$ cat src/sv/ec2c_pkg.sv
// ----------------------------------------------------------------------------
// ec2c_pkg
// Shared types and constants for the epoch seconds to calendar converter.
// ----------------------------------------------------------------------------
package ec2c_pkg;

  // widths of the transfer fields
  localparam int unsigned EPOCH_W  = 31;
  localparam int unsigned YEAR_W   = 11;
  localparam int unsigned MONTH_W  = 4;
  localparam int unsigned DAY_W    = 5;
  localparam int unsigned HOUR_W   = 5;
  localparam int unsigned MINUTE_W = 6;
  localparam int unsigned SECOND_W = 6;
  localparam int unsigned ZONE_W   = 4;

  // day count after the hour split stays below 2^15
  localparam int unsigned DAYS_W   = 15;
  // product of the reciprocal multiplier
  localparam int unsigned MUL_X_W  = 29;
  localparam int unsigned MUL_M_W  = 32;
  localparam int unsigned PROD_W   = MUL_X_W + MUL_M_W;
  localparam int unsigned RECIP_SH = 33;

  // reciprocals rounded up, 2^33/15 and 2^33/3
  localparam logic [MUL_M_W-1:0] RECIP_15 = 32'd572662307;
  localparam logic [MUL_M_W-1:0] RECIP_3  = 32'd2863311531;

  localparam logic [ZONE_W-1:0] ZONE_RESET = 4'd8;
  localparam logic [YEAR_W-1:0] BASE_YEAR  = 11'd1970;
  // base year position in the 100 and 400 year cycles
  localparam logic [6:0]        BASE_Y100  = 7'd70;
  localparam logic [8:0]        BASE_Y400  = 9'd370;
  localparam logic [6:0]        LAST_Y100  = 7'd99;
  localparam logic [8:0]        LAST_Y400  = 9'd399;
  localparam logic [MONTH_W-1:0] LAST_MONTH = 4'd11;

  // controller states
  typedef enum logic [3:0] {
    ST_IDLE,
    ST_MUL_SEC,
    ST_DIV_SEC,
    ST_MUL_MIN,
    ST_DIV_MIN,
    ST_MUL_HR,
    ST_DIV_HR,
    ST_YEAR,
    ST_MONTH,
    ST_DONE
  } state_t;

  // datapath operations
  typedef enum logic [3:0] {
    OP_NONE,
    OP_LOAD,
    OP_MUL_SEC,
    OP_DIV_SEC,
    OP_MUL_MIN,
    OP_DIV_MIN,
    OP_MUL_HR,
    OP_DIV_HR,
    OP_YEAR,
    OP_MONTH
  } dp_op_t;

  typedef struct packed {
    dp_op_t op;
  } dp_cmd_t;

  typedef struct packed {
    logic year_fits;
    logic month_stop;
  } dp_status_t;

  // days in a month, month counted from 0
  function automatic logic [DAY_W-1:0] month_len(input logic [MONTH_W-1:0] mon,
                                                 input logic leap);
    logic [DAY_W-1:0] len;
    case (mon)
      4'd1:    len = leap ? 5'd29 : 5'd28;
      4'd3:    len = 5'd30;
      4'd5:    len = 5'd30;
      4'd8:    len = 5'd30;
      4'd10:   len = 5'd30;
      default: len = 5'd31;
    endcase
    return len;
  endfunction

endpackage

$ cat src/sv/ec2c_ctrl.sv
// ----------------------------------------------------------------------------
// ec2c_ctrl
// Sequencer: steps the datapath through the three splits, the year walk and
// the month walk, then strobes the result.
// ----------------------------------------------------------------------------
module ec2c_ctrl (
  input  logic                   clk,
  input  logic                   rst,
  input  logic                   start,
  input  ec2c_pkg::dp_status_t   status,
  output ec2c_pkg::dp_cmd_t      cmd,
  output logic                   busy,
  output logic                   done
);

  ec2c_pkg::state_t state;
  ec2c_pkg::state_t state_next;

  // state register
  always_ff @(posedge clk) begin
    if (rst) begin
      state <= ec2c_pkg::ST_IDLE;
    end else begin
      state <= state_next;
    end
  end

  // next state
  always_comb begin
    state_next = state;
    case (state)
      ec2c_pkg::ST_IDLE: begin
        if (start) state_next = ec2c_pkg::ST_MUL_SEC;
      end
      ec2c_pkg::ST_MUL_SEC: state_next = ec2c_pkg::ST_DIV_SEC;
      ec2c_pkg::ST_DIV_SEC: state_next = ec2c_pkg::ST_MUL_MIN;
      ec2c_pkg::ST_MUL_MIN: state_next = ec2c_pkg::ST_DIV_MIN;
      ec2c_pkg::ST_DIV_MIN: state_next = ec2c_pkg::ST_MUL_HR;
      ec2c_pkg::ST_MUL_HR:  state_next = ec2c_pkg::ST_DIV_HR;
      ec2c_pkg::ST_DIV_HR:  state_next = ec2c_pkg::ST_YEAR;
      ec2c_pkg::ST_YEAR: begin
        if (status.year_fits) state_next = ec2c_pkg::ST_MONTH;
      end
      ec2c_pkg::ST_MONTH: begin
        if (status.month_stop) state_next = ec2c_pkg::ST_DONE;
      end
      ec2c_pkg::ST_DONE: state_next = ec2c_pkg::ST_IDLE;
      default:            state_next = ec2c_pkg::ST_IDLE;
    endcase
  end

  // outputs
  always_comb begin
    cmd.op = ec2c_pkg::OP_NONE;
    busy   = 1'b1;
    done   = 1'b0;
    case (state)
      ec2c_pkg::ST_IDLE: begin
        busy = 1'b0;
        if (start) cmd.op = ec2c_pkg::OP_LOAD;
      end
      ec2c_pkg::ST_MUL_SEC: cmd.op = ec2c_pkg::OP_MUL_SEC;
      ec2c_pkg::ST_DIV_SEC: cmd.op = ec2c_pkg::OP_DIV_SEC;
      ec2c_pkg::ST_MUL_MIN: cmd.op = ec2c_pkg::OP_MUL_MIN;
      ec2c_pkg::ST_DIV_MIN: cmd.op = ec2c_pkg::OP_DIV_MIN;
      ec2c_pkg::ST_MUL_HR:  cmd.op = ec2c_pkg::OP_MUL_HR;
      ec2c_pkg::ST_DIV_HR:  cmd.op = ec2c_pkg::OP_DIV_HR;
      ec2c_pkg::ST_YEAR:    cmd.op = ec2c_pkg::OP_YEAR;
      ec2c_pkg::ST_MONTH:   cmd.op = ec2c_pkg::OP_MONTH;
      ec2c_pkg::ST_DONE:    done   = 1'b1;
      default:              busy   = 1'b0;
    endcase
  end

endmodule

$ cat src/sv/ec2c_dp.sv
// ----------------------------------------------------------------------------
// ec2c_dp
// Datapath: reciprocal multiplier for the splits by 60, 60 and 24, the zone
// register, the year and month subtractors and the result registers.
// ----------------------------------------------------------------------------
module ec2c_dp (
  input  logic                             clk,
  input  logic                             rst,
  input  logic                             cfg_wr_en,
  input  logic [ec2c_pkg::ZONE_W-1:0]      cfg_wr_data,
  input  logic [ec2c_pkg::EPOCH_W-1:0]     epoch_seconds,
  input  ec2c_pkg::dp_cmd_t                cmd,
  output ec2c_pkg::dp_status_t             status,
  output logic [ec2c_pkg::YEAR_W-1:0]      year,
  output logic [ec2c_pkg::MONTH_W-1:0]     month,
  output logic [ec2c_pkg::DAY_W-1:0]       day,
  output logic [ec2c_pkg::HOUR_W-1:0]      hour,
  output logic [ec2c_pkg::MINUTE_W-1:0]    minute,
  output logic [ec2c_pkg::SECOND_W-1:0]    second
);

  logic [ec2c_pkg::ZONE_W-1:0]   zone;
  logic [ec2c_pkg::EPOCH_W-1:0]  acc;
  logic [ec2c_pkg::PROD_W-1:0]   prod;
  logic [ec2c_pkg::DAYS_W-1:0]   days;
  logic [ec2c_pkg::YEAR_W-1:0]   yr;
  logic [6:0]                    y100;
  logic [8:0]                    y400;
  logic [ec2c_pkg::MONTH_W-1:0]  mon;
  logic [ec2c_pkg::HOUR_W-1:0]   hr;
  logic [ec2c_pkg::MINUTE_W-1:0] mins;
  logic [ec2c_pkg::SECOND_W-1:0] secs;

  logic [ec2c_pkg::MUL_X_W-1:0]  mul_x;
  logic [ec2c_pkg::MUL_M_W-1:0]  mul_m;
  logic [ec2c_pkg::EPOCH_W-1:0]  quot;
  logic [ec2c_pkg::EPOCH_W-1:0]  rem60;
  logic [ec2c_pkg::EPOCH_W-1:0]  rem24;
  logic                          leap;
  logic [8:0]                    ylen;
  logic [ec2c_pkg::DAY_W-1:0]    mlen;

  // zone offset register
  always_ff @(posedge clk) begin
    if (rst) begin
      zone <= ec2c_pkg::ZONE_RESET;
    end else if (cfg_wr_en) begin
      zone <= cfg_wr_data;
    end
  end

  // multiplier operands: by 60 is by 4 then 15, by 24 is by 8 then 3
  always_comb begin
    if (cmd.op == ec2c_pkg::OP_MUL_HR) begin
      mul_x = ec2c_pkg::MUL_X_W'(acc[ec2c_pkg::EPOCH_W-1:3]);
      mul_m = ec2c_pkg::RECIP_3;
    end else begin
      mul_x = acc[ec2c_pkg::EPOCH_W-1:2];
      mul_m = ec2c_pkg::RECIP_15;
    end
  end

  // quotient and remainders from the registered product
  assign quot  = ec2c_pkg::EPOCH_W'(prod[ec2c_pkg::PROD_W-1:ec2c_pkg::RECIP_SH]);
  assign rem60 = acc - ((quot << 6) - (quot << 2));
  assign rem24 = acc - ((quot << 5) - (quot << 3));

  // leap year from the cycle positions
  assign leap = (y400 == 9'd0) || ((y100 != 7'd0) && (yr[1:0] == 2'd0));
  assign ylen = leap ? 9'd366 : 9'd365;
  assign mlen = ec2c_pkg::month_len(mon, leap);

  assign status.year_fits  = (days < ec2c_pkg::DAYS_W'(ylen));
  assign status.month_stop = (mon == ec2c_pkg::LAST_MONTH) ||
                             (days < ec2c_pkg::DAYS_W'(mlen));

  // datapath registers
  always_ff @(posedge clk) begin
    case (cmd.op)
      ec2c_pkg::OP_LOAD: begin
        acc <= epoch_seconds;
      end
      ec2c_pkg::OP_MUL_SEC, ec2c_pkg::OP_MUL_MIN, ec2c_pkg::OP_MUL_HR: begin
        prod <= ec2c_pkg::PROD_W'(mul_x) * ec2c_pkg::PROD_W'(mul_m);
      end
      ec2c_pkg::OP_DIV_SEC: begin
        secs <= rem60[ec2c_pkg::SECOND_W-1:0];
        acc  <= quot;
      end
      ec2c_pkg::OP_DIV_MIN: begin
        mins <= rem60[ec2c_pkg::MINUTE_W-1:0];
        acc  <= quot + ec2c_pkg::EPOCH_W'(zone);
      end
      ec2c_pkg::OP_DIV_HR: begin
        hr   <= rem24[ec2c_pkg::HOUR_W-1:0];
        days <= quot[ec2c_pkg::DAYS_W-1:0];
        yr   <= ec2c_pkg::BASE_YEAR;
        y100 <= ec2c_pkg::BASE_Y100;
        y400 <= ec2c_pkg::BASE_Y400;
        mon  <= '0;
      end
      ec2c_pkg::OP_YEAR: begin
        if (!status.year_fits) begin
          days <= days - ec2c_pkg::DAYS_W'(ylen);
          yr   <= yr + 1'b1;
          y100 <= (y100 == ec2c_pkg::LAST_Y100) ? 7'd0 : y100 + 1'b1;
          y400 <= (y400 == ec2c_pkg::LAST_Y400) ? 9'd0 : y400 + 1'b1;
        end
      end
      ec2c_pkg::OP_MONTH: begin
        if (!status.month_stop) begin
          days <= days - ec2c_pkg::DAYS_W'(mlen);
          mon  <= mon + 1'b1;
        end
      end
      default: begin
      end
    endcase
  end

  // result fields
  assign year   = yr;
  assign month  = mon + 1'b1;
  assign day    = days[ec2c_pkg::DAY_W-1:0] + 1'b1;
  assign hour   = hr;
  assign minute = mins;
  assign second = secs;

endmodule

$ cat src/sv/epoch_seconds_to_calendar_core.sv
// ----------------------------------------------------------------------------
// epoch_seconds_to_calendar_core
// Converts seconds since 1970-01-01 00:00:00 into Gregorian date and time of
// day, with a whole-hour zone offset.
//
//   channel  | handshake          | payload
//   ---------+--------------------+-----------------------------------------
//   input    | start / busy       | epoch_seconds
//   result   | done (one cycle)   | year, month, day, hour, minute, second
//   config   | cfg_wr_en          | cfg_wr_data (zone offset, reset 8)
//
// After the transfer the sequencer runs a reciprocal multiply and a
// remainder step for each of the splits by 60, 60 and 24, then takes whole
// years off the day count until the year is found, then whole months until
// the month is found, and then strobes done. busy stays high from the
// transfer through the done cycle. Reset clears the sequencer and sets the
// zone offset to 8. The result fields hold after the done cycle until the
// next item rewrites them, and the strobe cannot be held off.
// ----------------------------------------------------------------------------
module epoch_seconds_to_calendar_core (
  input  logic                             clk,
  input  logic                             rst,
  input  logic                             start,
  output logic                             busy,
  input  logic [ec2c_pkg::EPOCH_W-1:0]     epoch_seconds,
  input  logic                             cfg_wr_en,
  input  logic [ec2c_pkg::ZONE_W-1:0]      cfg_wr_data,
  output logic                             done,
  output logic [ec2c_pkg::YEAR_W-1:0]      year,
  output logic [ec2c_pkg::MONTH_W-1:0]     month,
  output logic [ec2c_pkg::DAY_W-1:0]       day,
  output logic [ec2c_pkg::HOUR_W-1:0]      hour,
  output logic [ec2c_pkg::MINUTE_W-1:0]    minute,
  output logic [ec2c_pkg::SECOND_W-1:0]    second
);

  ec2c_pkg::dp_cmd_t    cmd;
  ec2c_pkg::dp_status_t status;

  // sequencer
  ec2c_ctrl u_ctrl (
    .clk    (clk),
    .rst    (rst),
    .start  (start),
    .status (status),
    .cmd    (cmd),
    .busy   (busy),
    .done   (done)
  );

  // arithmetic and result registers
  ec2c_dp u_dp (
    .clk           (clk),
    .rst           (rst),
    .cfg_wr_en     (cfg_wr_en),
    .cfg_wr_data   (cfg_wr_data),
    .epoch_seconds (epoch_seconds),
    .cmd           (cmd),
    .status        (status),
    .year          (year),
    .month         (month),
    .day           (day),
    .hour          (hour),
    .minute        (minute),
    .second        (second)
  );

endmodule

$ cat config.mk
export PLATFORM = sky130hd
export DESIGN_NAME = epoch_seconds_to_calendar_core
export DESIGN_NICKNAME = d
export VERILOG_FILES = /design/src/sv/ec2c_pkg.sv /design/src/sv/ec2c_ctrl.sv /design/src/sv/ec2c_dp.sv /design/src/sv/epoch_seconds_to_calendar_core.sv
export SDC_FILE = /design/constraint.sdc
export NUM_CORES = 1
export LEC_CHECK = 0
export BUFFER_PORTS_ARGS = -buffer_cell sky130_fd_sc_hd__buf_2
export CAP_MARGIN = 30
export CORE_MARGIN = 3
export CORE_UTILIZATION = 40
export DETAILED_ROUTE_END_ITERATION = 8
export SLEW_MARGIN = 0
export SYNTH_ARGS = -nofsm -noshare
export SYNTH_HDL_FRONTEND = slang
export SYNTH_SLANG_ARGS = --single-unit
$ cat constraint.sdc
create_clock -name clk -period 11.4 [get_ports clk]
set_clock_uncertainty 0.1 [all_clocks]
set_input_delay 1.14 -clock clk [delete_from_list [all_inputs] [get_ports clk]]
set_output_delay 1.14 -clock clk [all_outputs]
set_load 0.02 [all_outputs]
==> impl_results.md <==
- Status: complete, no violations
- Vias in the first global route: 14,700
- Slowest CP cell: o21ai_0
- Post-DP Area: 20,200 um2
- Synth Instances: 1,897
- I/O pin count: 78
- Crit path depth: 22
- Max-cap viol count: 0
- Synthesized area: 19,100 um2
- Num CTS Buffers: 17
- Fin. max-slew vios: 0
- Initial drt markers: 914
- Clock Latency Late Sink: 0.45 ns
- Std cell rows: 79
- CP Cell Sequence: inv_1 -> nand2_1 -> or2_2 -> o21ai_0 -> ha_1 -> inv_1 -> fa_1 -> fa_1 -> fa_1 -> inv_1 -> fa_1 -> fa_1 -> fa_1 -> ha_1 -> nand4_1 -> nor3_1 -> nand2_1 -> o41ai_4 -> a21oi_2 -> o41ai_4 -> or4_1 -> o311ai_2
- Data required time of the worst path: 11.49 ns
- Cts-stage hold buffer count: 0
- Post-CTS setup buffer count: 0
- Prevailing post-synth register cell: edfxtp_1
- Die H: 224 um
- Clock Path Buffers: 2
- Worst R2R Start: u_ctrl.state[3]
- Mux cell area share after synthesis: 0.00348
- Final wirelength: 51,200 um
- Critical Path Fanout Max: 29
- Synth Area in Adders: 0.458
- Synth cell types: 77
- Worst min path class: flop to flop
- RR Endpoint: u_dp.prod[51]
- Async SR Flop Fraction: 0
- Total global-route track usage: 0.209
- Avg WL per Cell: 19.8 um
- # DRC: 0
- Port Buffer Count: 77
- First-pass GRT wire length: 81,500 um
- Max incr delay on CP: 0.71 ns
- Yosys top cell by area: fa_1
- Drt pass-1 iters: 5
- Worst slew pin tran: 0.918 ns
- CTS clk-pin slew, worst paths: 0.07 ns
- Unrepaired setup endpoints after global routing: no
- Routed vias/inst: 5.39
- Simple logic cell fraction of the synthesized area: 0.108
- Layout Area Growth over Synthesis: 8.63%
- Final Wtd Congestion: 0.921
- Share of the synthesized area in the top cell type: 0.242
- R2R Setup Slk: 2.26 ns
- #FFs+latches synth: 130
- Layout cell share with drive strength beyond 1: 0.0740
- Cell family with the largest share of critical-path delay: adder cells
- Final setup vio count: 0
- Buf/Inv on CP: 3
- CTS root buf: clkbuf_16
- WP data arrival: 9.23 ns
- Detail Route Antenna Nets: 0
- CTS tree: yes
- Die Footprint: 50,300 um2
- Initial antenna violation count: 1
- PostCTS Resize Cnt: 0
- Most common cell on crit path: fa_1
- R2R depth: 22
- Largest net degree at the start of global routing: 44
- Setup TNS: 0 ns
- Synth warnings: 0
- Setup Crit Path Kind: flop to flop
- Fmax: 109 MHz
- DP Wirelength: 43,700 um
- EDFF count, synth: 122
- Via count: 13,900
- Grt ovf: 0
- H-tree depth: 4
- Die width: 224 um
- Post-synthesis compound-gate area fraction: 0.122
- Ranking of synthesized cells by area: fa_1, ha_1, edfxtp_1, inv_1, nand2_1
- Nature of the critical path startpoint: flop
- Slew margin rel.: 0.382
- Tmin final: 9.14 ns
- CP Launch Point: u_ctrl.state[3]
- Final worst path period share: 0.801
- Final hold vios: 0
- Sequential area share after synthesis: 0.200
- Synth Area per Inst: 10.1 um2
- Final Cell Area: 20,700 um2
- Post-Synth XOR/XNOR Area: 0.0344
- Starting Density: 0.407
- Main combinational cell family by area after synthesis: adder cells
- Worst Setup EP: u_dp.prod[51]
- CTS Sinks: 130
- Critical Path End Type: flop
- Final nets: 2,558
- CORE AREA: 46,900 um2
[sequential cells by signal, summed over array words and instances (netlist names)]
signal,cells
u_dp.mon,4
u_dp.days,15
u_ctrl.state,4
u_dp.y100,7
u_dp.acc,31
u_dp.year,11
u_dp.second,6
u_dp.hour,5
u_dp.prod,28
u_dp.zone,4
u_dp.minute,6
u_dp.y400,9
[worst min-delay path by stage]
stage	end	cells after the start	slack [ns]	startpoint
after floorplan	u_dp.hour[0]	0	0.34	u_dp.acc[0]
after global placement	u_dp.hour[0]	0	0.35	u_dp.acc[0]
after detailed placement	u_dp.hour[1]	0	0.39	u_dp.acc[1]
after CTS	u_dp.second[0]	0	0.40	u_dp.acc[0]
after global routing	u_dp.second[0]	0	0.43	u_dp.acc[0]
final	u_dp.second[0]	0	0.39	u_dp.acc[0]
[area by class of cell]
class / instances / area (um2)
antenna: 1 / 2.50
clock inverter: 15 / 138
tap: 607 / 759
fill: 4497 / 26100
multi-input combinational: 1397 / 13900
sequential: 130 / 3820
inverter: 325 / 1220
clock buffer: 17 / 425
timing repair buffer: 89 / 492
[kinds of logic after synthesis]
logic type,count (synthesis)
compound gates,342
xor+xnor,75
fa+ha+maj,559
buf+inv,372
flops,130
mux,6
other cells,1
simple gates,412
[synth_stat cells (17+ instances only)]
master	number
o21ai_0	83
fa_1	231
nand3_1	31
inv_1	324
and2_1	27
and3_1	31
clkbuf_1	41
xnor2_1	49
a21o_1	57
nor2_1	79
nand2_1	133
ha_1	328
nand4_1	17
xor2_1	26
edfxtp_1	122
a21oi_1	74
a221o_1	19
nor3_1	23
[cell usage in the layout (no fill, tap or decap), types with 8 or more instances in the layout]
cell,count
clkbuf_16,17
a221o_1,19
dfxtp_1,8
buf_4,10
nand3_1,31
nor2_1,78
o21bai_1,10
nor2b_1,9
inv_1,324
a21oi_1,74
nand2_1,133
fa_1,231
nor4_1,9
nand4_1,17
nor3b_1,8
buf_2,77
xor2_1,26
or3_1,9
o21ai_0,83
xnor2_1,49
o211ai_1,8
edfxtp_1,122
nor3_1,23
and2_1,27
a21o_1,57
a22oi_1,10
nand2b_1,12
a31oi_1,12
ha_1,328
and3_1,31
[metrics by stage]
| step | instances | util | setup slack (ns) | hold slack [ns] |
|---|---|---|---|---|
| floorplan | 1899 | - | 3.30 | 0.340 |
| global route | 2581 | 0.442 | 1.79 | 0.428 |
| finish | 2581 | 0.442 | 2.26 | 0.395 |
| detailed placement | 2548 | 0.430 | 2.25 | 0.387 |
| CTS | 2580 | 0.442 | 2.22 | 0.401 |
| global placement | 2545 | 0.429 | 1.97 | 0.352 |
[layer usage]
layer | vias to the layer above | routed length, um | global-route usage
li1 | 6642 | - | -
met4 | 0 | 1910 | 0.0757
met1 | 6870 | 22500 | 0.274
met3 | 81 | 2130 | 0.0312
met2 | 329 | 24700 | 0.354
met5 | - | 0 | 0
[worst reg2reg max path, cell delays in order, from the launching register on]
cell      delay [ns]
dfxtp_1         0.43
inv_1           0.16
nand2_1         0.13
or2_2           0.57
o21ai_0         0.73
ha_1            0.32
inv_1           0.07
fa_1            0.52
fa_1            0.69
fa_1            0.60
inv_1           0.05
fa_1            0.47
fa_1            0.58
fa_1            0.44
ha_1            0.45
nand4_1         0.19
nor3_1          0.69
nand2_1         0.23
o41ai_4         0.44
a21oi_2         0.11
o41ai_4         0.60
or4_1           0.21
o311ai_2        0.09
Power is not shown: default switching activity piles up to over one toggle a cycle in this logic, so the estimate is an artifact.
